<file path="config.mk">
export PLATFORM = sky130hd
export DESIGN_NAME = ffba_ram
export DESIGN_NICKNAME = d
export VERILOG_FILES = /design/src/hdl/ffba_ram.sv
export SDC_FILE = /design/constraint.sdc
export NUM_CORES = 1
export LEC_CHECK = 0
export BUFFER_PORTS_ARGS = -buffer_cell sky130_fd_sc_hd__buf_2
export CORE_AREA = 2 2 134 136
export DETAILED_ROUTE_END_ITERATION = 12
export DIE_AREA = 0 0 136 138
export GPL_TIMING_DRIVEN = 0
export PLACE_DENSITY = 0.52
export SETUP_SLACK_MARGIN = 0.05
export SYNTH_ARGS = -nofsm -noshare
export SYNTH_HDL_FRONTEND = slang
export SYNTH_SLANG_ARGS = --single-unit
</file>
<file path="constraint.sdc">
create_clock -name clk -period 2.4 [get_ports clk]
set_clock_uncertainty 0.05 [all_clocks]
set_input_delay 0.48 -clock clk [delete_from_list [all_inputs] [get_ports clk]]
set_output_delay 0.48 -clock clk [all_outputs]
set_load 0.05 [all_outputs]
</file>
<file path="src/hdl/ffba_ram.sv">
// Generic single-write, single-read RAM with registered read data.
// No dependencies.
module ffba_ram #(
    parameter int WIDTH = 8,
    parameter int DEPTH = 16
) (
    input  logic                     clk,
    input  logic                     wr_en,
    input  logic [$clog2(DEPTH)-1:0] wr_addr,
    input  logic [WIDTH-1:0]         wr_data,
    input  logic [$clog2(DEPTH)-1:0] rd_addr,
    output logic [WIDTH-1:0]         rd_data
);

    logic [WIDTH-1:0] mem [DEPTH];

    always_ff @(posedge clk)
    begin
        if (wr_en)
        begin
            mem[wr_addr] <= wr_data;
        end
        rd_data <= mem[rd_addr];
    end

endmodule

</file>
; Word level (Yosys, flattened, before mapping)
; Memory sizes are Yosys's and may differ from the RTL's. A register that Yosys moved wholly into a read port is not among the register bits.
; Cells that the tools add are included.
[op_classes]
mux = 2
[ops]
columns = operator, count
row1 = $mux 1, 2
[word_totals]
ram_bits = 128
in_bits = 18
mem_count = 1
regBits = 0
out_inout_bits = 8
wordCells = 3
[mem_list]
columns = memory, depth, width, read_ports, rd_ports_with_merged_regs, wr, line
row1 = mem, 16, 8, 1, 1, 1, 15  ; logic [WIDTH-1:0] mem [DEPTH];

; Longest topological paths before layout
; Gate-level depths: netlist (run 1).
[logic_depth]
ltp_word = 2
mapped_depth = 5

; Worst setup path after synthesis (run 1)
; Ideal clock, no wire load.
[synth_path]
path_type = in2reg
startpoint = input port wr_addr[2]
endpoint = memory mem[0][0] (enable)
slack_ns = 0.377
arrival_ns = 1.590
n_path_buf = 0
path_stages = 2
path_cell_list = or3b_2 nor3_1
[synth_rtl]
columns = element, line
row1 = "start, declared", 9  ; input logic [$clog2(DEPTH)-1:0] wr_addr,
row2 = "end, declared", 15
; Straight into the memory's write port.

; Final worst setup path (run 1)
[layout_path]
startpoint = input port wr_addr[2]
endpoint = memory mem[1][6] (enable)
; Straight into the memory's write port.

==> results.cfg, run 1 <==
[run_status]
status = finished, final reports clean

[sta]
slew_headroom_pct = 40.5
setup_viol = 0
fmax_ghz = 0.555
worstMarginPinSlew_ns = 0.889
grt_setup_unrepaired = false
whs_ns = 0.429
period_needed_ns = 1.80
period_share_pct = 75.1
drv_slew = 0
finalHoldViolCount = 0

[placed_design]
numPlacedInstances = 482
hpwlAfterDp_um = 6690
place.gp.congestion = 0.783
io_buffers = 24

[clocking]
numCtsBuffers = 17
cts_resized = 0
h-tree-depth = 4
clockBufferDepth = 2
cts_tree = yes
hold_buffers = 0
cts.sinks = 136
clk_pin_slew_ns = 0.06
cts_setup_buffers = 0
ctsRootBufferMaster = clkbuf_16
clock_latency_ns = 0.41

[routing]
antenna_left = 0
routed_wl_um = 10500
viasPerCell = 4.68
drt_drc_violations_left = 0
dr.pass1.iters = 5
wl_per_cell_um = 20.4
vias = 2405
drt_iter0_markers = 303

[layout]
fillers = 1687
drive_above_1_share_pct = 29.1
final_nets = 290
syn_to_final_growth_pct = 19.8
regArea_um2 = 4000
fin_cells = 514
diodes = 0
multi_input_area_um2 = 1080

[global_routing]
grt_overflow_total = 0
grt_max_degree = 17
grt_pass1_vias = 2477
antenna_found_initial = 0
grt_pass1_wl_um = 15500
grt_use_total_pct = 11.9

[setup_path]
rr_worst_depth = 3
crit_type = primary input to flop
critPathLaunchType = primary input
endpoint = mem[1][6]$_DFFE_PP_
crit_arrival_ns = 1.78
cp-end-kind = flop
critPathRequiredTime_ns = 2.38
rr_endpoint = rd_data[1]$_DFF_P_
critPathMaxFanout = 8
crit_start = wr_addr[2]
r2r_start = mem[1][1]$_DFFE_PP_
ff2ff_setup_slack_ns = 0.82

[floorplanning]
row_count = 49
fp.dieW_um = 136
core_um2 = 17500
dieArea_um2 = 18800
io_pins = 26
chipHeight_um = 138
initial_core_util_pct = 29.4

[synthesis]
ys_seq_area_share_pct = 77.8
synthDistinctLibCells = 19
syn_area_per_cell_um2 = 22.5
synth_area_um2 = 5150
syn_inst = 229
ys_ff_latch = 136
yosysWarnings = 0
synth_nets = 247

[worst_hold_path]
hold_class = primary input to flop

[pwr]
ir_worst_vdd_mv = 0.537
p_leak_nw = 2.04
power.density_nw_per_um2 = 907

[flow_run]
cap_violations = 0
metal layers:
layer	vias up	track usage, %	share of wire, %	wire [um]
met3	8	3.81	7.0	735
met5	-	0	0	0
met4	0	3.13	0.76	80
li1	1056	-	-	-
met1	1261	16.8	45	4700
met2	80	17.8	47	4960
logic make-up (layout without fill, tap and decap cells):
logic type	Yosys count	in the layout	share of synthesized area, %
AO/OA/AOI/OAI	16	16	2.33
buffers and inverters	10	66	1.68
flip-flops	136	136	77.8
multiplexers	32	32	15.0
AND/OR/NAND/NOR	35	35	3.18
cells in the mapped netlist:
cell / n / area, um^2
nand2_1: 9 / 33.8
nor2_1: 13 / 48.8
edfxtp_1: 128 / 3840
nand3b_1: 2 / 15.0
buf_2: 3 / 15.0
mux4_1: 14 / 368
mux4_2: 18 / 405
buf_4: 1 / 7.51
and2_1: 1 / 6.26
nand3_1: 1 / 5.00
nor2b_1: 1 / 6.26
nand2b_1: 2 / 12.5
a22oi_1: 16 / 120
dfxtp_1: 8 / 160
nor3_1: 4 / 20.0
or3b_2: 1 / 8.76
clkdlybuf4s25_2: 3 / 30.0
buf_6: 3 / 33.8
and2b_1: 1 / 7.51
report_power, final:
group / switching, mW / leakage, nW / internal, mW / total (mW)
Combinational: 0.209 / 0.520 / 0.106 / 0.314
Sequential: 0.0109 / 1.22 / 2.66 / 2.67
Clock: 0.894 / 0.294 / 1.72 / 2.61
Total: 1.11 / 2.04 / 4.48 / 5.59
how the worst min path moves through the flow:
stage               slack (ns)                   to  cells after the start                  from
finish                    0.43  mem[7][5]$_DFFE_PP_                      1            wr_data[5]
detailed placement        0.63   rd_data[2]$_DFF_P_                      3  mem[14][2]$_DFFE_PP_
CTS                       0.42  mem[7][5]$_DFFE_PP_                      1            wr_data[5]
global placement          0.62   rd_data[2]$_DFF_P_                      3  mem[14][2]$_DFFE_PP_
global route              0.43  mem[6][5]$_DFFE_PP_                      1            wr_data[5]
floorplan                 0.53  mem[0][0]$_DFFE_PP_                      0            wr_data[0]
final cells by class:
cell class / count / share of cell area, %
plain buffers: 10 / 1.40
clock buffers: 20 / 7.08
clock inverters: 12 / 2.54
multi-input cells: 83 / 17.5
flip-flops and latches: 136 / 64.9
well taps: 229 / 4.65
repair buffers: 24 / 1.95
sequential cells by signal, summed over array words and instances, names as in the netlist:
name     cells
mem        128
rd_data      8
critical path: stages:
cell and delay [ns]:
buf_2 0.12, or3b_2 0.51, nor2_1 0.66
layout by cell type (no fill, tap or decap), drive strengths merged, types with 2 or more instances in the layout:
master	synthesis	routed
nor3	4	4
clkdlybuf4s25	3	3
a22oi	16	16
nor2	13	13
nand2b	2	2
nand3b	2	2
mux4	32	32
clkinv	0	8
dfxtp	8	8
clkbuf	0	20
buf	7	31
nand2	9	9
bufinv	0	4
edfxtp	128	128
metrics by stage:
stage	instance area, um^2	utilization (%)	power [mW]	setup TNS (ns)	setup slack (ns)
floorplan	5150	-	2.91	0	0.377
global placement	5550	31.7	3.03	-1.92	-0.241
detailed placement	5550	31.7	3.04	-2.28	-0.286
CTS	6150	35.1	5.65	0	0.147
global route	6170	35.2	5.77	0	0.516
finish	6170	35.2	5.59	0	0.597
Power figures use the tool's default switching activity.
==> run 2: changes to the inputs <==
- clock period: 2.4 -> 1.8 ns (I/O delays scaled with it)
==> run 2 against run 1 <==
Die area did not move. First-iteration DRC count fell by 43%. Wire length rose by 0.61%. Clock-buffer cell count fell by 1. Worst setup slack got worse by 0.50 ns. Critical path type unchanged. Critical endpoint is now mem[3][2]$_DFFE_PP_. Largest power group unchanged.
==> results.cfg, run 2 (synthesis results as in run 1) <==
[setup_path]
critPathRequiredTime_ns = 1.80
critPathMaxFanout = 8
critPathSlowestCell = nor2_1
crit_path_cell_trace = buf_2 -> or3b_2 -> nor2_1
crit_arrival_ns = 1.70
crit_type = primary input to flop
critPathLaunchType = primary input
critPathMaxStageDelay_ns = 0.68
critical_path.top_delay_family = simple AND/OR/NAND/NOR gates
cp-end-kind = flop
worst-path-buf-inv = 1

[layout]
largest_register = mem
syn_to_final_growth_pct = 19.0
drive_above_1_share_pct = 29.5
largest_reg_flops = 128
reg.largest.list = mem x128, rd_data x8
final_nets = 290
fin_cells = 514
final_common_cell = edfxtp_1
layout_common_cells = 128 x edfxtp_1, 27 x buf_2, 18 x mux4_2
diodes = 0

[sta]
finalSetupTns_ns = 0
worstMarginPinSlew_ns = 0.867
finalHoldViolCount = 0
period_share_pct = 94.8
setup_ws_ns = 0.0928
fmax_ghz = 0.586
grt_setup_unrepaired = false
slew_headroom_pct = 42.0
drv_slew = 0
setup_viol = 0
period_needed_ns = 1.71

[global_routing]
antenna_found_initial = 0
grt_overflow_total = 0
grt_pass1_wl_um = 15200
grt_pass1_vias = 2451
grt_use_total_pct = 12.1
grt_max_degree = 17

[floorplanning]
io_pins = 26
initial_core_util_pct = 29.4
dieArea_um2 = 18800
chipHeight_um = 138
fp.dieW_um = 136
row_count = 49
core_um2 = 17500

[clocking]
cts_setup_buffers = 0
clock_latency_ns = 0.42
cts.sinks = 136
h-tree-depth = 4
hold_buffers = 0
clockBufferDepth = 2
clk_pin_slew_ns = 0.06
ctsRootBufferMaster = clkbuf_16
numCtsBuffers = 17
cts_tree = yes

[worst_hold_path]
hold_class = primary input to flop

[routing]
wl_per_cell_um = 20.5
antenna_left = 0
dr.pass1.iters = 4
drt_drc_violations_left = 0
vias = 2361
routed_wl_um = 10500
drt_iter0_markers = 174
viasPerCell = 4.59

[placed_design]
dpl_worst_slack_ns = -0.510
place.gp.congestion = 0.759
hpwlAfterDp_um = 6720
numPlacedInstances = 482
io_buffers = 24

[run_status]
status = finished, final reports clean

[pwr]
ir_worst_vdd_mv = 0.708
p_leak_nw = 2.01
power.density_nw_per_um2 = 1170

[flow_run]
cap_violations = 0
==> run 2: cell count changes in the layout (fill, tap and decap cells not counted) <==
| cell | previous run | this run |
|---|---|---|
| bufinv_16 | 4 | 2 |
| clkbuf_1 | 3 | 2 |
| clkinv_1 | 3 | 5 |
| clkinvlp_4 | 0 | 1 |
| nor2_1 | 13 | 11 |
| nor2_2 | 0 | 2 |
==> run 2: metrics by stage <==
step           hold slack [ns]  area, um^2  power [mW]  util (%)
2_1_floorplan            0.409        5150        3.88         -
3_3_place_gp             0.605        5560        4.04      31.7
3_5_place_dp             0.613        5560        4.05      31.7
4_1_cts                  0.286        6120        7.24      34.9
5_1_grt                  0.288        6120        7.40      34.9
6_report                 0.297        6120        7.19      34.9
==> run 2: final timing paths <==
| path | startpoint | to | slack, ns | depth (start not counted) |
|---|---|---|---|---|
| min | wr_data[6] | mem[4][6]$_DFFE_PP_ | 0.30 | 1 |
| max | wr_addr[2] | mem[3][2]$_DFFE_PP_ | 0.09 | 3 |
| max reg2reg | mem[2][3]$_DFFE_PP_ | rd_data[3]$_DFF_P_ | 0.21 | 3 |
| min reg2reg | mem[14][2]$_DFFE_PP_ | rd_data[2]$_DFF_P_ | 0.62 | 3 |
==> run 2: area by class of cell <==
class | instances | area [um^2]
Tap cell | 229 | 287
Clock buffer | 19 | 433
Multi-Input combinational cell | 83 | 1080
Clock inverter | 13 | 111
Fill cell | 1673 | 11400
Buffer | 10 | 86.3
Timing Repair Buffer | 24 | 120
Sequential cell | 136 | 4000
==> run 2: repair_timing <==
action	in CTS	in global routing
gates cloned	0	0
resized for setup	3	2
setup endpoints to repair	19	16
==> run 2: metal layers <==
layer / GRT usage [%] / vias up / wire, um
met5: 0 / - / 0
met2: 18.8 / 70 / 5180
met3: 4.00 / 15 / 833
met1: 15.3 / 1218 / 4330
li1: - / 1058 / -
met4: 5.32 / 0 / 198
==> run 2: where the power goes <==
part           internal, mW  switching [mW]
clock                  1.99            1.22
combinational         0.141           0.277
sequential             3.54          0.0151
==> run 3: changes to the inputs <==
--- a/config.mk
+++ b/config.mk
@@ -12,3 +12,3 @@
 export GPL_TIMING_DRIVEN = 0
-export PLACE_DENSITY = 0.52
+export PLACE_DENSITY = 0.54
 export SETUP_SLACK_MARGIN = 0.05
--- a/constraint.sdc
+++ b/constraint.sdc
@@ -4,2 +4,2 @@
 set_output_delay 0.36 -clock clk [all_outputs]
-set_load 0.05 [all_outputs]
+set_load 0.01 [all_outputs]
==> run 3 against run 2 <==
Combinational power fell by 15%. Register-to-register slack improved by 0.02 ns. Flip-flop and latch count did not move. Clock-buffer cell count rose by 3. Worst setup slack improved by 0.048 ns. Cell count rose by 0.39%. Die area did not move.
==> results.cfg, run 3 (synthesis results as in run 1) <==
[floorplanning]
chipHeight_um = 138
fp.dieW_um = 136
core_um2 = 17500
row_count = 49
initial_core_util_pct = 29.4
dieArea_um2 = 18800
io_pins = 26

[layout]
final_common_cell = edfxtp_1
reg.largest.list = mem x128, rd_data x8
layout_common_cells = 128 x edfxtp_1, 29 x buf_2, 18 x mux4_2
diodes = 0
largest_reg_flops = 128
fin_cells = 516
finalInstanceArea_um2 = 6150
syn_to_final_growth_pct = 19.4
final_nets = 292
drive_above_1_share_pct = 29.3
postLayoutCoreUtil_pct = 35.1
largest_register = mem

[worst_hold_path]
hold_end = mem[9][0]$_DFFE_PP_
min_from = wr_data[0]
hold_depth = 1
hold_class = primary input to flop

[global_routing]
grt_use_total_pct = 12.0
grt_pass1_wl_um = 15400
grt_overflow_total = 0
antenna_found_initial = 0
grt_pass1_vias = 2443
grt_max_degree = 17

[routing]
vias = 2452
drt_drc_violations_left = 0
wl_per_cell_um = 20.3
dr.pass1.iters = 4
routed_wl_um = 10500
drt_iter0_markers = 186
viasPerCell = 4.75
antenna_left = 0

[setup_path]
critPathMaxFanout = 8
rr_worst_depth = 3
critPathRequiredTime_ns = 1.79
rr_endpoint = rd_data[2]$_DFF_P_
ff2ff_setup_slack_ns = 0.23
crit_type = primary input to flop
cp-end-kind = flop
critPathLaunchType = primary input
crit_arrival_ns = 1.65
r2r_start = mem[1][2]$_DFFE_PP_

[sta]
grt_setup_unrepaired = false
whs_ns = 0.296
period_share_pct = 92.2
slew_headroom_pct = 41.3
fmax_ghz = 0.603
drv_slew = 0
finalHoldViolCount = 0
worstMarginPinSlew_ns = 0.878
setup_viol = 0
period_needed_ns = 1.66

[clocking]
cts_resized = 1
cts.sinks = 136
h-tree-depth = 4
numCtsBuffers = 17
clk_pin_slew_ns = 0.06
cts_setup_buffers = 0
cts_tree = yes
hold_buffers = 0
clock_latency_ns = 0.42
clockBufferDepth = 2
ctsRootBufferMaster = clkbuf_16

[pwr]
power.density_nw_per_um2 = 1180
p_sw_mw = 1.44
p_leak_nw = 2.03
seq_power_share_pct = 48.8
p_int_mw = 5.84
pwr-share-comb_pct = 4.9
switching_share_pct = 19.8
ir_worst_vdd_mv = 0.702
clock_power_share_pct = 46.3

[placed_design]
io_buffers = 24
dpl_cell_area_um2 = 5560
place.gp.congestion = 0.745
numPlacedInstances = 483
hpwlAfterDp_um = 6630

[flow_run]
cap_violations = 0

[run_status]
status = finished, final reports clean
==> run 3: changes by cell type in the layout (fill, tap and decap cells not counted) <==
cell and delta:
clkbuf_1 +3, buf_2 +2, clkinv_4 +1, clkinvlp_4 -1, clkinv_1 -4, nor3_2 -2
nor2_2 -1, nor3_1 +2, nor2_1 +1, bufinv_16 +1
==> run 3: cell type report <==
type | instances | area (um^2)
Clock inverter | 10 | 128
Sequential cell | 136 | 4000
Timing Repair Buffer | 26 | 130
Tap cell | 229 | 287
Multi-Input combinational cell | 83 | 1070
Fill cell | 1664 | 11400
Buffer | 10 | 86.3
Clock buffer | 22 | 444
==> run 3: critical path, stage by stage <==
cell	delay, ns
buf_2	0.13
or3b_2	0.52
nor2_1	0.64
==> run 3: how the worst max path moves through the flow <==
stage	endpoint	slack (ns)	cells after the start	from
after CTS	mem[8][3]$_DFFE_PP_	0.07	3	wr_addr[2]
final	mem[3][5]$_DFFE_PP_	0.14	3	wr_addr[2]
after global routing	mem[1][5]$_DFFE_PP_	0.05	3	wr_addr[2]
after floorplan	mem[3][0]$_DFFE_PP_	0.12	2	wr_addr[2]
after detailed placement	mem[4][5]$_DFFE_PP_	-0.45	3	wr_addr[3]
after global placement	mem[4][7]$_DFFE_PP_	-0.44	3	wr_addr[3]
==> run 3: metal layers <==
metal	vias to the layer above	routed length [um]	global-route usage (%)
li1	1065	-	-
met3	14	748	3.96
met5	-	0	0
met4	0	182	4.93
met2	98	4950	17.6
met1	1275	4580	16.5
==> run 3: power by group through the flow <==
stage,sequential (mW),clock (mW),combinational [mW]
after floorplan,3.63,0,0.180
after global placement,3.62,0,0.353
after detailed placement,3.62,0,0.359
after CTS,3.56,3.42,0.360
after global routing,3.56,3.58,0.382
final,3.56,3.37,0.355
==> run 3: through the flow <==
stage,power [mW],setup TNS [ns],setup slack [ns]
6_report,7.28,0,0.140
3_5_place_dp,3.98,-20.91,-0.454
3_3_place_gp,3.97,-22.49,-0.438
4_1_cts,7.34,0,0.0699
5_1_grt,7.52,0,0.0511
2_1_floorplan,3.81,0,0.124
